`config.mk`:
```
export PLATFORM = sky130hd
export DESIGN_NAME = wrst_lane
export DESIGN_NICKNAME = d
export VERILOG_FILES = /design/src/sv/wrst_pkg.sv /design/src/sv/wrst_lane.sv
export SDC_FILE = /design/constraint.sdc
export NUM_CORES = 2
export LEC_CHECK = 0
export BUFFER_PORTS_ARGS = -buffer_cell sky130_fd_sc_hd__buf_2
export CORE_MARGIN = 2
export CORE_UTILIZATION = 58
export DETAILED_ROUTE_END_ITERATION = 7
export PLACE_DENSITY = 0.87
export SYNTH_ARGS = -nofsm -noshare
export SYNTH_HDL_FRONTEND = slang
export SYNTH_SLANG_ARGS = --single-unit
```
`constraint.sdc`:
```
create_clock -name clock -period 7.6 [get_ports clock]
set_input_delay 1.14 -clock clock [delete_from_list [all_inputs] [get_ports clock]]
set_output_delay 1.14 -clock clock [all_outputs]
set_load 0.1 [all_outputs]
```
`src/sv/wrst_pkg.sv`:
```
// ----------------------------------------------------------------------------
// wrst_pkg
// shared types and constants for the windowed regression slope trend block
// ----------------------------------------------------------------------------
`default_nettype none

package wrst_pkg;

   localparam int SAMPLE_W  = 15;
   localparam int SLOPE_W   = 16;
   localparam int TREND_W   = 2;
   localparam int HELD_W    = 4;

   // sums sized for the largest window of 64 samples
   localparam int SY_W      = 21;
   localparam int SXY_W     = 26;
   localparam int SX_W      = 11;
   localparam int SXX_W     = 17;
   localparam int PROD_W    = 34;
   localparam int NUM_W     = 35;
   localparam int DEN_W     = 23;
   localparam int LIM_W     = 38;
   localparam int MAG_W     = 34;
   localparam int CMP_W     = 40;
   localparam int CNT_W     = 6;
   localparam int DIV_STEPS = MAG_W;

   localparam logic [SAMPLE_W-1:0] THRESH_RESET = 15'd128;

   localparam logic [TREND_W-1:0] TREND_STABLE  = 2'd0;
   localparam logic [TREND_W-1:0] TREND_RISING  = 2'd1;
   localparam logic [TREND_W-1:0] TREND_FALLING = 2'd2;

   typedef struct packed {
      logic push;
      logic full;
      logic mul;
      logic sub;
      logic start;
      logic step;
      logic short_fit;
   } lane_ctrl_type;

endpackage

`default_nettype wire

```
`src/sv/wrst_lane.sv`:
```
// ----------------------------------------------------------------------------
// wrst_lane
// one metric: sample window, running sums, numerator and serial divider
// ----------------------------------------------------------------------------
`default_nettype none

module wrst_lane #(
   parameter int WINDOW = 10,
   parameter int NW     = 4
) (
   input  wire                                  clock,
   input  wire                                  reset,
   input  wire wrst_pkg::lane_ctrl_type         ctrl,
   input  wire  [wrst_pkg::SAMPLE_W-1:0]        sample,
   input  wire  [NW-1:0]                        xpos,
   input  wire  [NW-1:0]                        fill,
   input  wire  [wrst_pkg::SX_W-1:0]            sx,
   input  wire  [wrst_pkg::DEN_W-1:0]           den,
   input  wire  [wrst_pkg::LIM_W-1:0]           lim,
   output logic [wrst_pkg::SLOPE_W-1:0]         slope,
   output logic [wrst_pkg::TREND_W-1:0]         trend
);

   logic [wrst_pkg::SAMPLE_W-1:0] win_ff [WINDOW];
   logic [wrst_pkg::SY_W-1:0]     sy_ff, sy_in, rest;
   logic [wrst_pkg::SXY_W-1:0]    sxy_ff, sxy_in;
   logic [wrst_pkg::PROD_W-1:0]   p1_ff, p2_ff;
   logic signed [wrst_pkg::NUM_W-1:0] num_ff;
   logic [wrst_pkg::MAG_W-1:0]    quo_ff, quo_in;
   logic [wrst_pkg::DEN_W:0]      rem_ff, rem_in, trial_rem;
   logic [wrst_pkg::DEN_W+1:0]    trial;
   logic                          neg_ff;
   logic signed [wrst_pkg::CMP_W-1:0] num_x, lim_x;
   logic [wrst_pkg::MAG_W-1:0]    num_mag;

   always_ff @(posedge clock) begin
      if (ctrl.push) begin
         win_ff[0] <= sample;
         for (int k = 1; k < WINDOW; k++) begin
            win_ff[k] <= win_ff[k-1];
         end
      end
   end

   always_comb begin
      rest   = sy_ff - (ctrl.full ? wrst_pkg::SY_W'(win_ff[WINDOW-1]) : '0);
      sy_in  = (ctrl.full ? rest : sy_ff) + wrst_pkg::SY_W'(sample);
      sxy_in = sxy_ff - (ctrl.full ? wrst_pkg::SXY_W'(rest) : '0)
             + wrst_pkg::SXY_W'(wrst_pkg::SXY_W'(xpos) * wrst_pkg::SXY_W'(sample));
   end

   always_ff @(posedge clock) begin
      if (reset) begin
         sy_ff  <= '0;
         sxy_ff <= '0;
      end else if (ctrl.push) begin
         sy_ff  <= sy_in;
         sxy_ff <= sxy_in;
      end
   end

   // products, then numerator
   always_ff @(posedge clock) begin
      if (ctrl.mul) begin
         p1_ff <= wrst_pkg::PROD_W'(fill) * wrst_pkg::PROD_W'(sxy_ff);
         p2_ff <= wrst_pkg::PROD_W'(sx) * wrst_pkg::PROD_W'(sy_ff);
      end
      if (ctrl.sub) begin
         num_ff <= signed'(wrst_pkg::NUM_W'(p1_ff)) - signed'(wrst_pkg::NUM_W'(p2_ff));
      end
   end

   // restoring divider, one quotient bit a cycle
   always_comb begin
      num_mag   = num_ff[wrst_pkg::NUM_W-1] ? wrst_pkg::MAG_W'(-num_ff)
                                            : wrst_pkg::MAG_W'(num_ff);
      trial_rem = {rem_ff[wrst_pkg::DEN_W-1:0], quo_ff[wrst_pkg::MAG_W-1]};
      trial     = {1'b0, trial_rem} - {2'b00, den};
      rem_in    = rem_ff;
      quo_in    = quo_ff;
      if (ctrl.start) begin
         rem_in = '0;
         quo_in = num_mag;
      end else if (ctrl.step) begin
         if (!trial[wrst_pkg::DEN_W+1]) begin
            rem_in = trial[wrst_pkg::DEN_W:0];
            quo_in = {quo_ff[wrst_pkg::MAG_W-2:0], 1'b1};
         end else begin
            rem_in = trial_rem;
            quo_in = {quo_ff[wrst_pkg::MAG_W-2:0], 1'b0};
         end
      end
   end

   always_ff @(posedge clock) begin
      rem_ff <= rem_in;
      quo_ff <= quo_in;
      if (ctrl.start) begin
         neg_ff <= num_ff[wrst_pkg::NUM_W-1];
      end
   end

   // saturate, sign and trend compare
   always_comb begin
      num_x = wrst_pkg::CMP_W'(num_ff);
      lim_x = signed'(wrst_pkg::CMP_W'(lim));
      slope = '0;
      trend = wrst_pkg::TREND_STABLE;
      if (!ctrl.short_fit) begin
         if (neg_ff) begin
            slope = (quo_ff > wrst_pkg::MAG_W'(32768)) ? 16'h8000
                  : wrst_pkg::SLOPE_W'(-quo_ff);
         end else begin
            slope = (quo_ff > wrst_pkg::MAG_W'(32767)) ? 16'h7fff
                  : wrst_pkg::SLOPE_W'(quo_ff);
         end
         if (num_x > lim_x) begin
            trend = wrst_pkg::TREND_RISING;
         end else if (num_x < -lim_x) begin
            trend = wrst_pkg::TREND_FALLING;
         end
      end
   end

endmodule

`default_nettype wire

```
==> run_summary.xml <==
<?xml version="1.0" encoding="UTF-8"?>
<metrics>
  <group name="placement">
    <metric name="placed_cells_incl_taps" unit="">4201</metric>
    <metric name="port_buffers" unit="">121</metric>
    <metric name="place_hpwl" unit="mm">55.9</metric>
    <metric name="place_congestion" unit="">0.955</metric>
  </group>
  <group name="critical_path">
    <metric name="r2r.worst_path.cells" unit="">24</metric>
    <metric name="critical_path.startpoint" unit="">ctrl[5]</metric>
    <metric name="critical_path.max_fanout" unit="">17</metric>
    <metric name="capturing_element_of_the_worst_setup_path" unit="">sxy_ff[22]</metric>
    <metric name="worstSetupPathType" unit="">input pin to flop</metric>
    <metric name="r2r_start" unit="">sy_ff[2]</metric>
    <metric name="cp.arrival" unit="ps">7560</metric>
    <metric name="worstSetupStartpointType" unit="">input pin</metric>
    <metric name="rrSetupSlack" unit="ps">650</metric>
    <metric name="cp_data_required_time" unit="ps">8050</metric>
    <metric name="setup.worst_path.end_class" unit="">flop</metric>
    <metric name="cp_slowest_stage_delay" unit="ps">530</metric>
    <metric name="crit_top_cell" unit="">sky130_fd_sc_hd__fa_1</metric>
    <metric name="regToRegEndpoint" unit="">sxy_ff[22]</metric>
    <metric name="highest_delay_cell_along_the_critical_path" unit="">sky130_fd_sc_hd__fa_1</metric>
  </group>
  <group name="clocking">
    <metric name="ctsResizeCount" unit="">0</metric>
    <metric name="postCtsHoldBufs" unit="">0</metric>
    <metric name="post-cts-setup-buffers" unit="">0</metric>
    <metric name="cts-htree-levels" unit="">2</metric>
    <metric name="cts_inserted_buffers" unit="">38</metric>
    <metric name="clock_tree.root_cell" unit="">sky130_fd_sc_hd__clkbuf_16</metric>
    <metric name="clk-insertion-delay-late" unit="ps">570</metric>
    <metric name="clk_pin_slew_worst_paths" unit="ps">60</metric>
    <metric name="cts-root-to-sink-buffers" unit="">3</metric>
    <metric name="tritoncts" unit="">done</metric>
    <metric name="clkSinkCount" unit="">350</metric>
  </group>
  <group name="timing">
    <metric name="finalClockSkew" unit="ps">22.6</metric>
    <metric name="worst_slew_margin_rel" unit="%">28.8</metric>
    <metric name="max_slew.worst_pin.slew" unit="ps">1070</metric>
    <metric name="layout_min_cycle_time" unit="ps">7110</metric>
    <metric name="post_route_fraction_of_the_period_consumed_by_the_critical_path" unit="%">93.5</metric>
    <metric name="timing.setup.tns" unit="ps">0</metric>
    <metric name="timing.fmax" unit="GHz">0.141</metric>
    <metric name="finalMaxSlewViolations" unit="">0</metric>
    <metric name="finalHoldViolations" unit="">0</metric>
    <metric name="rsz_0062_raised_after_global_routing" unit="">no</metric>
    <metric name="setup_viol" unit="">0</metric>
  </group>
  <group name="global_route">
    <metric name="groute.layer.met2.usage" unit="%">42.7</metric>
    <metric name="busiest_layer" unit="">met2</metric>
    <metric name="grt_use_met3" unit="%">3.72</metric>
    <metric name="grt_use_met1" unit="%">32.4</metric>
    <metric name="grt-ovfl-total" unit="">0</metric>
    <metric name="grt_start_max_net_pins" unit="">93</metric>
    <metric name="grt_antenna_before_repair" unit="">2</metric>
    <metric name="global_route.usage.total" unit="%">25.2</metric>
    <metric name="grt_first_pass_wirelength" unit="mm">121</metric>
    <metric name="via_count_of_the_first_global_routing_pass" unit="">24700</metric>
  </group>
  <group name="power_and_ir_drop">
    <metric name="power.density_cell_area" unit="nW/um^2">486</metric>
    <metric name="power" unit="mW">17.1</metric>
    <metric name="cellLeakagePower" unit="nW">16.1</metric>
    <metric name="ir_drop" unit="mV">0.346</metric>
  </group>
  <group name="cells_and_area">
    <metric name="number_of_nets_in_the_finished_design" unit="">4183</metric>
    <metric name="syn_to_final_growth" unit="%">7.65</metric>
    <metric name="final_cell_count_no_fill" unit="">4269</metric>
    <metric name="commonest_cells_after_routing_fill_and_taps_aside" unit="">444 x sky130_fd_sc_hd__inv_1, 331 x sky130_fd_sc_hd__nand2_1, 310 x sky130_fd_sc_hd__ha_1, 284 x sky130_fd_sc_hd__fa_1, 280 x sky130_fd_sc_hd__edfxtp_1</metric>
    <metric name="layout_commonest_cell" unit="">sky130_fd_sc_hd__inv_1</metric>
    <metric name="ratio_of_cells_with_drive_above_1_in_the_final_layout" unit="%">6.58</metric>
  </group>
  <group name="synth">
    <metric name="ys_ff_latch" unit="">350</metric>
    <metric name="synth_cell_types" unit="">73</metric>
    <metric name="yosys_most_used_dff" unit="">sky130_fd_sc_hd__edfxtp_1</metric>
    <metric name="synth-async-reset-ratio" unit="%">0</metric>
    <metric name="synth_sequential_area_ratio" unit="%">30.0</metric>
    <metric name="synth-warning-count" unit="">0</metric>
    <metric name="synthesis.instances" unit="">3411</metric>
    <metric name="avgSynthCellArea" unit="sq um">9.60</metric>
    <metric name="synth_nets" unit="">4109</metric>
    <metric name="synth_area" unit="sq um">32700</metric>
    <metric name="synth-edff-count" unit="">280</metric>
  </group>
  <group name="route">
    <metric name="residual_drc_count" unit="">0</metric>
    <metric name="postRouteAntennaNets" unit="">0</metric>
    <metric name="wl_per_cell" unit="um">17.2</metric>
    <metric name="routed_wirelength" unit="mm">73.4</metric>
    <metric name="routed_via_density" unit="">5.70</metric>
    <metric name="num_vias" unit="">24300</metric>
    <metric name="drt_pre_antenna_iters" unit="">5</metric>
    <metric name="drt_first_iter_violations" unit="">1829</metric>
  </group>
  <group name="floorplanning">
    <metric name="die_height" unit="um">242</metric>
    <metric name="floorplan.die_area" unit="sq um">58400</metric>
    <metric name="chipWidth" unit="um">242</metric>
    <metric name="pin_count" unit="">122</metric>
    <metric name="floorplan.initialDensity" unit="%">58.4</metric>
    <metric name="core-area" unit="sq um">56100</metric>
    <metric name="std_cell_rows" unit="">87</metric>
  </group>
  <group name="min_path">
    <metric name="hold_path.startpoint" unit="">win_ff[3][4]</metric>
    <metric name="min_delay_path_depth" unit="">0</metric>
    <metric name="holdCritPathClass" unit="">flop to flop</metric>
  </group>
  <group name="status">
    <metric name="outcome" unit="">completed</metric>
  </group>
  <group name="flow_run">
    <metric name="max_cap_violations" unit="">0</metric>
  </group>
</metrics>
-- cell usage after synthesis (6+ instances only) --
cell type / count / area (sq um)
sky130_fd_sc_hd__a21oi_1: 182 / 911
sky130_fd_sc_hd__a21boi_0: 9 / 67.6
sky130_fd_sc_hd__edfxtp_1: 280 / 8410
sky130_fd_sc_hd__xnor2_1: 133 / 1160
sky130_fd_sc_hd__o21bai_1: 13 / 97.6
sky130_fd_sc_hd__a31oi_1: 9 / 56.3
sky130_fd_sc_hd__nor2_1: 242 / 908
sky130_fd_sc_hd__or4_1: 8 / 60.1
sky130_fd_sc_hd__inv_1: 444 / 1670
sky130_fd_sc_hd__o21ai_0: 121 / 606
sky130_fd_sc_hd__and2_1: 204 / 1280
sky130_fd_sc_hd__or3_1: 21 / 131
sky130_fd_sc_hd__a311oi_1: 18 / 158
sky130_fd_sc_hd__nand2_1: 331 / 1240
sky130_fd_sc_hd__nor3_1: 52 / 260
sky130_fd_sc_hd__ha_1: 310 / 3880
sky130_fd_sc_hd__xor2_1: 72 / 631
sky130_fd_sc_hd__nand3_1: 34 / 170
sky130_fd_sc_hd__o41ai_1: 6 / 52.6
sky130_fd_sc_hd__and3_1: 13 / 81.3
sky130_fd_sc_hd__a211oi_1: 39 / 293
sky130_fd_sc_hd__clkbuf_1: 104 / 390
sky130_fd_sc_hd__fa_1: 284 / 5690
sky130_fd_sc_hd__nand2b_1: 35 / 219
sky130_fd_sc_hd__o21a_1: 28 / 210
sky130_fd_sc_hd__nor3b_1: 6 / 45.0
sky130_fd_sc_hd__or2_2: 12 / 75.1
sky130_fd_sc_hd__o211ai_1: 13 / 97.6
sky130_fd_sc_hd__o31ai_1: 15 / 113
sky130_fd_sc_hd__dfxtp_1: 70 / 1400
sky130_fd_sc_hd__nor2b_1: 35 / 219
sky130_fd_sc_hd__nor4_1: 19 / 119
sky130_fd_sc_hd__mux2i_1: 44 / 440
sky130_fd_sc_hd__nand4_1: 30 / 188
sky130_fd_sc_hd__a21o_1: 91 / 683
-- area by class of cell --
cell class | instances | area [sq um]
Clock inverter | 24 | 225
Fill cell | 4387 | 20800
Clock buffer | 42 | 966
Multi-Input combinational cell | 2505 | 20800
Sequential cell | 350 | 9810
Timing Repair Buffer | 146 | 802
Inverter | 444 | 1670
Antenna cell | 2 | 5.00
Tap cell | 756 | 946
-- metal layers --
layer / part of all wire [%] / vias to the layer above
met2: 48 / 770
li1: - / 11700
met1: 42 / 11700
met4: 4.0 / 0
met5: 0 / -
met3: 6.1 / 190
-- cell families (layout without fill, tap and decap cells) --
logic type                 count (synthesis)  in the layout  synth area share, %
AOI/OAI and AO/OA                        599            599                 11.7
xor gates and xnor gates                 205            205                 5.48
adders and majority gates                594            594                 29.2
buffers and inverters                    556            656                 6.44
DFF                                      350            350                 30.0
muxes                                     46             46                 1.41
other                                      0              2                    0
and+or+nand+nor                         1061           1061                 15.8
-- power by group --
group / internal (mW) / switching (mW)
Sequential: 2.89 / 0.588
Clock: 1.03 / 0.764
Combinational: 5.02 / 6.83
Total: 8.94 / 8.18
-- critical path: cells and delay by family --
family / cells / cell delay [ps]
AOI/OAI and AO/OA: 9 / 1970
xor gates and xnor gates: 1 / 170
adders and majority gates: 6 / 2320
buffers and inverters: 3 / 350
and+or+nand+nor: 8 / 1590
-- worst min-delay path by stage --
stage               slack, ps            to
floorplan                 400  win_ff[1][0]
global placement          400  win_ff[4][1]
detailed placement        400  win_ff[4][0]
CTS                       420  win_ff[4][0]
global route              420  win_ff[4][4]
finish                    420  win_ff[4][4]
-- through the flow --
step	worst slack, ps	hold WS (ps)	area [sq um]	utilization (%)
floorplan	43.5	400	32700	-
global placement	78.7	400	34000	60.7
detailed placement	-54.1	405	34000	60.7
CTS	532	416	35200	62.9
global route	106	420	35200	62.9
finish	494	417	35200	62.9
-- flip-flops by register name (all words and copies together) (netlist names) --
register,count
neg_ff,1
p2_ff,32
sy_ff,21
rem_ff,23
quo_ff,34
num_ff,33
win_ff,150
sxy_ff,26
p1_ff,30
Power figures use the tool's default switching activity.
